<file path="src/design/jgas_pkg.sv">
// ---------------------------------------------------------------------------
// jgas_pkg
// Shared types, constants and arithmetic helpers of the gimbal attitude
// shaper: datapath operation codes, register indexes, command and status.
// ---------------------------------------------------------------------------
package jgas_pkg;

  localparam int MW           = 33;  // multiplier operand width
  localparam int PW           = 66;  // multiplier product width
  localparam int CW           = 32;  // CORDIC x/y width, Q2.30
  localparam int ZW           = 26;  // CORDIC angle width, 2^-16 degree
  localparam int IW           = 5;   // step index width
  localparam int CORDIC_STEPS = 18;
  localparam logic signed [CW-1:0] CORDIC_GAIN = 32'sd652032874;

  typedef enum logic [4:0] {
    OP_IDLE,
    OP_CAPTURE,
    OP_PREP,
    OP_DIV,
    OP_Y,
    OP_M_YY,
    OP_X2,
    OP_M_X2Y,
    OP_X3,
    OP_M_EY,
    OP_ACC,
    OP_M_EX3,
    OP_SHAPE,
    OP_RUN,
    OP_M_AIN,
    OP_M_AS,
    OP_SMOOTH,
    OP_STOP,
    OP_M_LIM,
    OP_ANGLE,
    OP_M_LIM100,
    OP_CENT,
    OP_CINIT,
    OP_CSTEP,
    OP_M_QUAT,
    OP_QUAT,
    OP_EMIT
  } op_t;

  typedef enum logic [2:0] {
    REG_ENABLE      = 3'd0,
    REG_DEAD_BAND   = 3'd1,
    REG_EXPO_MIX    = 3'd2,
    REG_SMOOTH_GAIN = 3'd3,
    REG_PITCH_LIMIT = 3'd4,
    REG_YAW_LIMIT   = 3'd5
  } reg_idx_t;

  typedef struct packed {
    op_t           op;
    logic          ax;    // 0 pitch, 1 yaw
    logic [IW-1:0] idx;   // divide / CORDIC step, quaternion component
    logic          stop;
  } cmd_t;

  typedef struct packed {
    logic enable;
    logic running;
    logic active;
    logic out_free;
  } stat_t;

  // arctangent of 2^-i in 2^-16 degree
  function automatic logic [21:0] atan_val(input logic [IW-1:0] i);
    logic [21:0] r;
    unique case (i)
      5'd0:    r = 22'd2949120;
      5'd1:    r = 22'd1740967;
      5'd2:    r = 22'd919879;
      5'd3:    r = 22'd466945;
      5'd4:    r = 22'd234379;
      5'd5:    r = 22'd117304;
      5'd6:    r = 22'd58666;
      5'd7:    r = 22'd29335;
      5'd8:    r = 22'd14668;
      5'd9:    r = 22'd7334;
      5'd10:   r = 22'd3667;
      5'd11:   r = 22'd1833;
      5'd12:   r = 22'd917;
      5'd13:   r = 22'd458;
      5'd14:   r = 22'd229;
      5'd15:   r = 22'd115;
      5'd16:   r = 22'd57;
      5'd17:   r = 22'd29;
      default: r = 22'd0;
    endcase
    return r;
  endfunction

  // right shift, rounding half away from zero
  function automatic logic signed [PW-1:0] rnd_shr(input logic signed [PW-1:0] v,
                                                   input int s);
    logic [PW-1:0] mg;
    logic [PW-1:0] half;
    half = {{(PW-1){1'b0}}, 1'b1} << (s - 1);
    mg   = v[PW-1] ? -v : v;
    mg   = (mg + half) >> s;
    return v[PW-1] ? -$signed(mg) : $signed(mg);
  endfunction

endpackage

</file>
<file path="src/design/jgas_ctrl.sv">
// ---------------------------------------------------------------------------
// jgas_ctrl
// Sequencer of the shaper: accepts items, steps the datapath through the
// deadband divide, expo, filter, angle, CORDIC and quaternion operations.
// ---------------------------------------------------------------------------
module jgas_ctrl #(
  parameter int SAMPLE_WIDTH = 16
) (
  input  logic           clk,
  input  logic           rst,
  input  logic           in_valid,
  output logic           in_stall,
  input  logic           cmd,
  input  jgas_pkg::stat_t dp_stat,
  output jgas_pkg::cmd_t  dp_cmd
);
  import jgas_pkg::*;

  typedef enum logic [26:0] {
    ST_IDLE  = 27'd1 << 0,
    ST_PREP  = 27'd1 << 1,
    ST_DIV   = 27'd1 << 2,
    ST_Y     = 27'd1 << 3,
    ST_M1    = 27'd1 << 4,
    ST_X2    = 27'd1 << 5,
    ST_M2    = 27'd1 << 6,
    ST_X3    = 27'd1 << 7,
    ST_M3    = 27'd1 << 8,
    ST_ACC   = 27'd1 << 9,
    ST_M4    = 27'd1 << 10,
    ST_SH    = 27'd1 << 11,
    ST_RUN   = 27'd1 << 12,
    ST_TM1   = 27'd1 << 13,
    ST_TACC  = 27'd1 << 14,
    ST_TM2   = 27'd1 << 15,
    ST_TSM   = 27'd1 << 16,
    ST_CHK   = 27'd1 << 17,
    ST_LM    = 27'd1 << 18,
    ST_LZ    = 27'd1 << 19,
    ST_CM    = 27'd1 << 20,
    ST_CD    = 27'd1 << 21,
    ST_CINIT = 27'd1 << 22,
    ST_CSTEP = 27'd1 << 23,
    ST_QM    = 27'd1 << 24,
    ST_QS    = 27'd1 << 25,
    ST_DONE  = 27'd1 << 26
  } state_t;

  localparam logic [IW-1:0] DIV_LAST = IW'(SAMPLE_WIDTH - 1);
  localparam logic [IW-1:0] ROT_LAST = IW'(CORDIC_STEPS - 1);
  localparam logic [IW-1:0] QT_LAST  = IW'(3);

  state_t        state, state_next;
  logic          ax, ax_next;
  logic [IW-1:0] cnt, cnt_next;
  logic          stop, stop_next;

  assign in_stall = (state != ST_IDLE);

  always_ff @(posedge clk) begin
    if (rst) begin
      state <= ST_IDLE;
      ax    <= 1'b0;
      cnt   <= '0;
      stop  <= 1'b0;
    end else begin
      state <= state_next;
      ax    <= ax_next;
      cnt   <= cnt_next;
      stop  <= stop_next;
    end
  end

  always_comb begin
    state_next  = state;
    ax_next     = ax;
    cnt_next    = cnt;
    stop_next   = stop;
    dp_cmd.op   = OP_IDLE;
    dp_cmd.ax   = ax;
    dp_cmd.idx  = cnt;
    dp_cmd.stop = stop;
    unique case (state)
      ST_IDLE: begin
        ax_next  = 1'b0;
        cnt_next = '0;
        if (in_valid) begin
          dp_cmd.op = OP_CAPTURE;
          // drop samples while disabled and ticks while stopped
          if (!cmd && dp_stat.enable) state_next = ST_PREP;
          else if (cmd && dp_stat.running) state_next = ST_TM1;
        end
      end
      ST_PREP: begin
        dp_cmd.op  = OP_PREP;
        cnt_next   = '0;
        state_next = ST_DIV;
      end
      ST_DIV: begin
        dp_cmd.op = OP_DIV;
        if (cnt == DIV_LAST) state_next = ST_Y;
        else cnt_next = cnt + 1'b1;
      end
      ST_Y:   begin dp_cmd.op = OP_Y;     state_next = ST_M1;  end
      ST_M1:  begin dp_cmd.op = OP_M_YY;  state_next = ST_X2;  end
      ST_X2:  begin dp_cmd.op = OP_X2;    state_next = ST_M2;  end
      ST_M2:  begin dp_cmd.op = OP_M_X2Y; state_next = ST_X3;  end
      ST_X3:  begin dp_cmd.op = OP_X3;    state_next = ST_M3;  end
      ST_M3:  begin dp_cmd.op = OP_M_EY;  state_next = ST_ACC; end
      ST_ACC: begin dp_cmd.op = OP_ACC;   state_next = ST_M4;  end
      ST_M4:  begin dp_cmd.op = OP_M_EX3; state_next = ST_SH;  end
      ST_SH: begin
        dp_cmd.op = OP_SHAPE;
        if (!ax) begin
          ax_next    = 1'b1;
          state_next = ST_PREP;
        end else begin
          state_next = ST_RUN;
        end
      end
      ST_RUN: begin dp_cmd.op = OP_RUN;   state_next = ST_IDLE; end
      ST_TM1:  begin dp_cmd.op = OP_M_AIN; state_next = ST_TACC; end
      ST_TACC: begin dp_cmd.op = OP_ACC;   state_next = ST_TM2;  end
      ST_TM2:  begin dp_cmd.op = OP_M_AS;  state_next = ST_TSM;  end
      ST_TSM: begin
        dp_cmd.op = OP_SMOOTH;
        if (!ax) begin
          ax_next    = 1'b1;
          state_next = ST_TM1;
        end else begin
          state_next = ST_CHK;
        end
      end
      ST_CHK: begin
        ax_next = 1'b0;
        if (dp_stat.active) begin
          stop_next  = 1'b0;
          state_next = ST_LM;
        end else begin
          dp_cmd.op  = OP_STOP;
          stop_next  = 1'b1;
          state_next = ST_DONE;
        end
      end
      ST_LM: begin dp_cmd.op = OP_M_LIM;    state_next = ST_LZ; end
      ST_LZ: begin dp_cmd.op = OP_ANGLE;    state_next = ST_CM; end
      ST_CM: begin dp_cmd.op = OP_M_LIM100; state_next = ST_CD; end
      ST_CD: begin
        dp_cmd.op = OP_CENT;
        if (!ax) begin
          ax_next    = 1'b1;
          state_next = ST_LM;
        end else begin
          state_next = ST_CINIT;
        end
      end
      ST_CINIT: begin
        dp_cmd.op  = OP_CINIT;
        cnt_next   = '0;
        state_next = ST_CSTEP;
      end
      ST_CSTEP: begin
        dp_cmd.op = OP_CSTEP;
        if (cnt == ROT_LAST) begin
          cnt_next   = '0;
          state_next = ST_QM;
        end else begin
          cnt_next = cnt + 1'b1;
        end
      end
      ST_QM: begin dp_cmd.op = OP_M_QUAT; state_next = ST_QS; end
      ST_QS: begin
        dp_cmd.op = OP_QUAT;
        if (cnt == QT_LAST) begin
          state_next = ST_DONE;
        end else begin
          cnt_next   = cnt + 1'b1;
          state_next = ST_QM;
        end
      end
      ST_DONE: begin
        // hold until the output register is free
        if (dp_stat.out_free) begin
          dp_cmd.op  = OP_EMIT;
          state_next = ST_IDLE;
        end
      end
      default: state_next = ST_IDLE;
    endcase
  end

endmodule

</file>
<file path="config.mk">
export PLATFORM = sky130hd
export DESIGN_NAME = jgas_ctrl
export DESIGN_NICKNAME = d
export VERILOG_FILES = /design/src/design/jgas_pkg.sv /design/src/design/jgas_ctrl.sv
export SDC_FILE = /design/constraint.sdc
export NUM_CORES = 1
export LEC_CHECK = 0
export BUFFER_PORTS_ARGS = -buffer_cell sky130_fd_sc_hd__buf_4
export CORE_MARGIN = 2
export CORE_UTILIZATION = 35
export CTS_CLUSTER_SIZE = 28
export DETAILED_ROUTE_END_ITERATION = 16
export GPL_TIMING_DRIVEN = 1
export PLACE_DENSITY = 0.63
export SLEW_MARGIN = 10
export SYNTH_ARGS = -nofsm -noshare
export SYNTH_HDL_FRONTEND = slang
export SYNTH_SLANG_ARGS = --single-unit
</file>
<file path="constraint.sdc">
create_clock -name clk -period 2.5 [get_ports clk]
set_clock_uncertainty 0.1 [all_clocks]
set_input_delay 0.125 -clock clk [delete_from_list [all_inputs] [get_ports clk]]
set_output_delay 0.125 -clock clk [all_outputs]
set_load 0.1 [all_outputs]
</file>
# Word level (Yosys, flattened, before mapping)
# Index checks and enable logic that the tools add are counted.
[word_totals]
register_bits = 34
latch_bits = 0
ram_bits = 0
mem_bits_ro = 0
inputBits = 8
output_inout_bits = 13
elab_cells = 76
n_memories = 0
[op_classes]
add_sub_neg = 1
multipliers = 0
div_mod_pow = 0
magnitude_cmp = 0
eq_ne = 38
n_shift = 0
n_mux = 22
n_bitwise = 0
n_reduce_logical = 11
[ops]
columns = ["operator", "count"]
rows = [
  ["27-bit case mux with 26 select lines", 1],
  ["27-bit 2-to-1 mux", 8],
  ["5-bit case mux with 26 select lines", 1],
  ["27-bit by 1-bit equality test with 1-bit output, second input constant", 1],
  ["27-bit by 10-bit equality test with 1-bit output, second input constant", 1],
  ["27-bit by 11-bit equality test with 1-bit output, second input constant", 1],
  ["27-bit by 12-bit equality test with 1-bit output, second input constant", 1],
  ["27-bit by 13-bit equality test with 1-bit output, second input constant", 1],
  ["27-bit by 14-bit equality test with 1-bit output, second input constant", 1],
  ["27-bit by 15-bit equality test with 1-bit output, second input constant", 1],
  ["27-bit by 16-bit equality test with 1-bit output, second input constant", 1],
  ["27-bit by 17-bit equality test with 1-bit output, second input constant", 1],
  ["27-bit by 18-bit equality test with 1-bit output, second input constant", 1],
  ["27-bit by 19-bit equality test with 1-bit output, second input constant", 1],
  ["27-bit by 2-bit equality test with 1-bit output, second input constant", 1],
  ["27-bit by 20-bit equality test with 1-bit output, second input constant", 1],
  ["27-bit by 21-bit equality test with 1-bit output, second input constant", 1],
  ["27-bit by 22-bit equality test with 1-bit output, second input constant", 1],
  ["27-bit by 23-bit equality test with 1-bit output, second input constant", 1],
  ["27-bit by 24-bit equality test with 1-bit output, second input constant", 1],
  ["27-bit by 25-bit equality test with 1-bit output, second input constant", 1],
  ["27-bit by 26-bit equality test with 1-bit output, second input constant", 1],
  ["27-bit equality test, second input constant", 1],
  ["27-bit by 3-bit equality test with 1-bit output, second input constant", 1],
  ["other kinds (28)", 41],
]

# Depth between registers and ports, before layout
[depth]
word_depth = 5
depth_mapped = 8

# Worst setup path after synthesis
# OpenSTA, ideal clock, no wires.
[synth_path]
path_kind = "register -> output"
start = "register state[22]"
end = "output port dp_cmd[7] (netlist bit)"
t_arrival_ps = 3437
required_time_ps = 2275
setup_slack_ps = -1162
path_stages_with_launch = 7
cell_sequence = "dfxtp_1 -> clkbuf_1 -> or4_1 -> nor3_2 -> nand4b_1 -> o22ai_1 -> or3_1"
[synth_lines]
columns = ["element", "line", "rtl"]
rows = [
  ["from (decl)", "jgas_ctrl.sv:53", "state_t state, state_next;"],
  ["from (signal assigned)", "jgas_ctrl.sv:67", "state <= state_next;"],
  ["to (decl)", "jgas_ctrl.sv:15", "output jgas_pkg::cmd_t dp_cmd"],
]

==> impl_results.md <==
- CP Cell Sequence: buf_4 -> or4_4 -> nor3_4 -> nand4b_1 -> o22ai_1 -> or3_4 -> buf_12
- Vias in the first global route: about 2400
- # Max-Cap Violations: 0
- DR iter-0 viols: between 100 and 150
- CTS tree: built
- Slew HR: about three fifths
- CP Class: register to primary output
- Post-route setup TNS: -0.6463 ns
- Synth Net Count: between 200 and 300
- Reg2Reg Setup Slack: -0.01 ns
- Hold_ws: approximately 0.11 ns
- FILL cells: roughly 560
- Final Non-Filler Cells: between 400 and 500
- Mapped Cells: between 200 and 300
- TritonCTS Buffers: 5
- Synth cell count leaders: 34 x dfxtp_1, 29 x nor2_1, 20 x nor3_1, 15 x nand3_1
- Worst reg2reg path startpoint: state[19]$_SDFFE_PP0P_
- Post-DP HPWL: 5.343 mm
- Cell with the most instances after synthesis: dfxtp_1
- H-tree depth: 2
- Final worst path period share: 107.1%
- Final min period: ~2.7 ns
- Cells on worst reg2reg path: 9
- Max VDD drop: about 560 uV
- Crit path buf inv count: 2
- Reg2reg end: state[0]$_SDFFE_PP1P_
- Synth top area share: 31.01%
- Pwr/cell area: ~600 nW/um^2
- Sequential cell area fraction in the yosys report: 31.01%
- WP data arrival: ~2.5 ns
- Drc violations: 0
- Initial core utilization: around 37%
- Final #Nets: 360
- Slowest stage delay, CP: 0.57 ns
- Peak Freq: roughly 370 MHz
- Via count: 2414
- Failing checks: setup timing
- Hold path startpoint: rst
- Hold WC Path Type: input pin to register
- Hold endpoint: state[25]$_SDFFE_PP0P_
- Die Y: roughly 83 um
- Crit-path slowest cell: or4_4
- Least-Margin Pin Slew: between 0.6 and 0.7 ns
- Post-synth cell types: 57
- Post-DR vias/cell: ~5.7
- Crit path max-delay family: simple AND/OR/NAND/NOR gates
- Root Buffer: clkbuf_8
- Final Routed Wirelength: just over 7 mm
- Hold depth: 2
- Worst-Skew Late Latency: 0.29 ns
- Setup violators final: 6
- RSZ-0062 raised after global routing: true
- Synth Flop Type: dfxtp_1
- Worst Slack Setup Final: -0.1767 ns
- Comb pwr share: ~48%
- Drt pass-1 iters: 5
- CP max FO: 6
- DRT antenna net count: 0
- FP Rows: 28
- Clock share of power: roughly a fifth
- Slew Viols, Final: 0
- CTS hold repair buffers: 0
- Reg power frac: a little under a third
- CP required: roughly 2.3 ns
- Power Total: slightly below 2 mW
- Int Pwr: about 1.2 mW
- LEAKAGE: 1.332 nW
- Placed cells: slightly above 400
- CTS Sinks: 34
- CP Capture Type: primary output
- Die area: 6920 sq um
- Yosys warning count: 0
- Initial antenna violation count: 0
- Share of cells above drive strength 1: between 40% and 50%
- Netlist Area Pre-Place: 2195 sq um
- Switching share of power: 39.38%
- Synth area leader: dfxtp_1
- Core Region: ~6000 sq um
- First-pass GRT wire length: 11.63 mm
- Yosys reg bits: 34
- Top Ports: 21
- Inserted Diodes: 0
- Final Hold Viols: 0
- WL per Instance: around 17 um
- Largest net degree at the start of global routing: 26
- Switching power: ~0.76 mW
- Async SR Flop Fraction: 0%
- Avg Cell Area, Syn: a little over 8 sq um
- CTS max path bufs: 2
- Global route overflow: 0
- Crit path launch type: register
- Area growth, synth to finish: 46.86%
- Gr usage total: 20.79%
- Status: finished, violations left
- Clk slew on worst S/H paths: roughly 0.07 ns
- Top post-synthesis cells by area: dfxtp_1 31%, nor2_1 5.0%, nor3_1 4.6%
- Port Buf Inserts: 20
- Die Wd: slightly above 80 um
- Final GP Congestion: about 0.93
- Post-synth EDFFs: 0
-- how the worst max path moves through the flow --
stage	slack [ns]	endpoint	cells past startpoint	start
6_report	-0.18	dp_cmd[7]	7	state[20]$_SDFFE_PP0P_
5_1_grt	-0.22	dp_cmd[8]	8	state[4]$_SDFFE_PP0P_
4_1_cts	-0.14	dp_cmd[8]	8	state[11]$_SDFFE_PP0P_
3_5_place_dp	-0.07	dp_cmd[11]	7	state[7]$_SDFFE_PP0P_
3_3_place_gp	0.003	dp_cmd[8]	7	state[8]$_SDFFE_PP0P_
2_1_floorplan	-0.74	dp_cmd[7]	5	state[14]$_SDFFE_PP0P_
-- registers in the layout (all words and copies together), names as in the netlist --
register,flops
state,27
cnt,5
ax,1
stop,1
-- metal layers --
layer	GRT usage [%]	vias up	wire, um
met5	0	-	0
met4	5.961	0	127
met3	3.678	13	321
met2	34.02	69	3494
met1	28.01	1164	3188
li1	-	1168	-
-- power by group through the flow --
stage	logic (mW)	clock network, mW	registers, mW
detailed placement	0.781	0	0.592
finish	0.930	0.411	0.581
floorplan	0.470	0	0.643
global placement	0.773	0	0.591
CTS	0.855	0.418	0.580
global route	0.988	0.436	0.584
-- cell type report --
class / count / area, sq um / share of cell area [%]
timing repair buffer: 88 / 734.5 / 22.79
inverter: 8 / 30.03 / 0.9317
sequential: 34 / 690.7 / 21.43
tap: 75 / 93.84 / 2.911
clock buffer: 6 / 82.58 / 2.562
multi-input combinational: 212 / 1592 / 49.38
-- metrics by stage --
step           util (%)  setup WS [ns]  instance area (sq um)
3_5_place_dp      48.10       -0.07040                   2882
2_1_floorplan         -        -0.7411                   2258
5_1_grt           53.80        -0.2213                   3223
3_3_place_gp      48.10       0.002671                   2882
6_report          53.80        -0.1767                   3223
4_1_cts           52.28        -0.1374                   3132
-- what timing repair did --
item | in CTS | in global routing
gates resized for setup | 28 | 14
setup endpoints to repair | 6 | 15
setup buffers | 7 | 4
pin swaps | 12 | 8
-- kinds of logic after synthesis --
logic type / synth area share (%)
xor gates and xnor gates: 3.592
AOI/OAI and AO/OA: 12.77
buffers and inverters: 3.762
DFF: 31.01
muxes: 1.368
adders and majority gates: 1.711
and+or+nand+nor: 45.78
-- cell usage in the layout, fill, tap and decap left out, types with 3 or more instances in the layout --
cell type / count
ha_1: 3
dfxtp_2: 8
nand3b_1: 5
xnor2_1: 8
nor3_1: 20
nor2b_1: 7
buf_4: 81
nand3_1: 13
nor4b_1: 6
nand2b_1: 8
dfxtp_1: 26
or4_4: 8
or4b_2: 4
o21ai_0: 3
and2_1: 4
o21a_1: 4
o22ai_1: 4
nand4_1: 7
buf_12: 5
a21oi_1: 7
clkbuf_8: 6
and3_1: 4
nor4_4: 4
nor4_1: 5
nand2_1: 7
nor2_1: 27
inv_1: 8
mux2i_1: 3
Power figures use the tool's default switching activity.
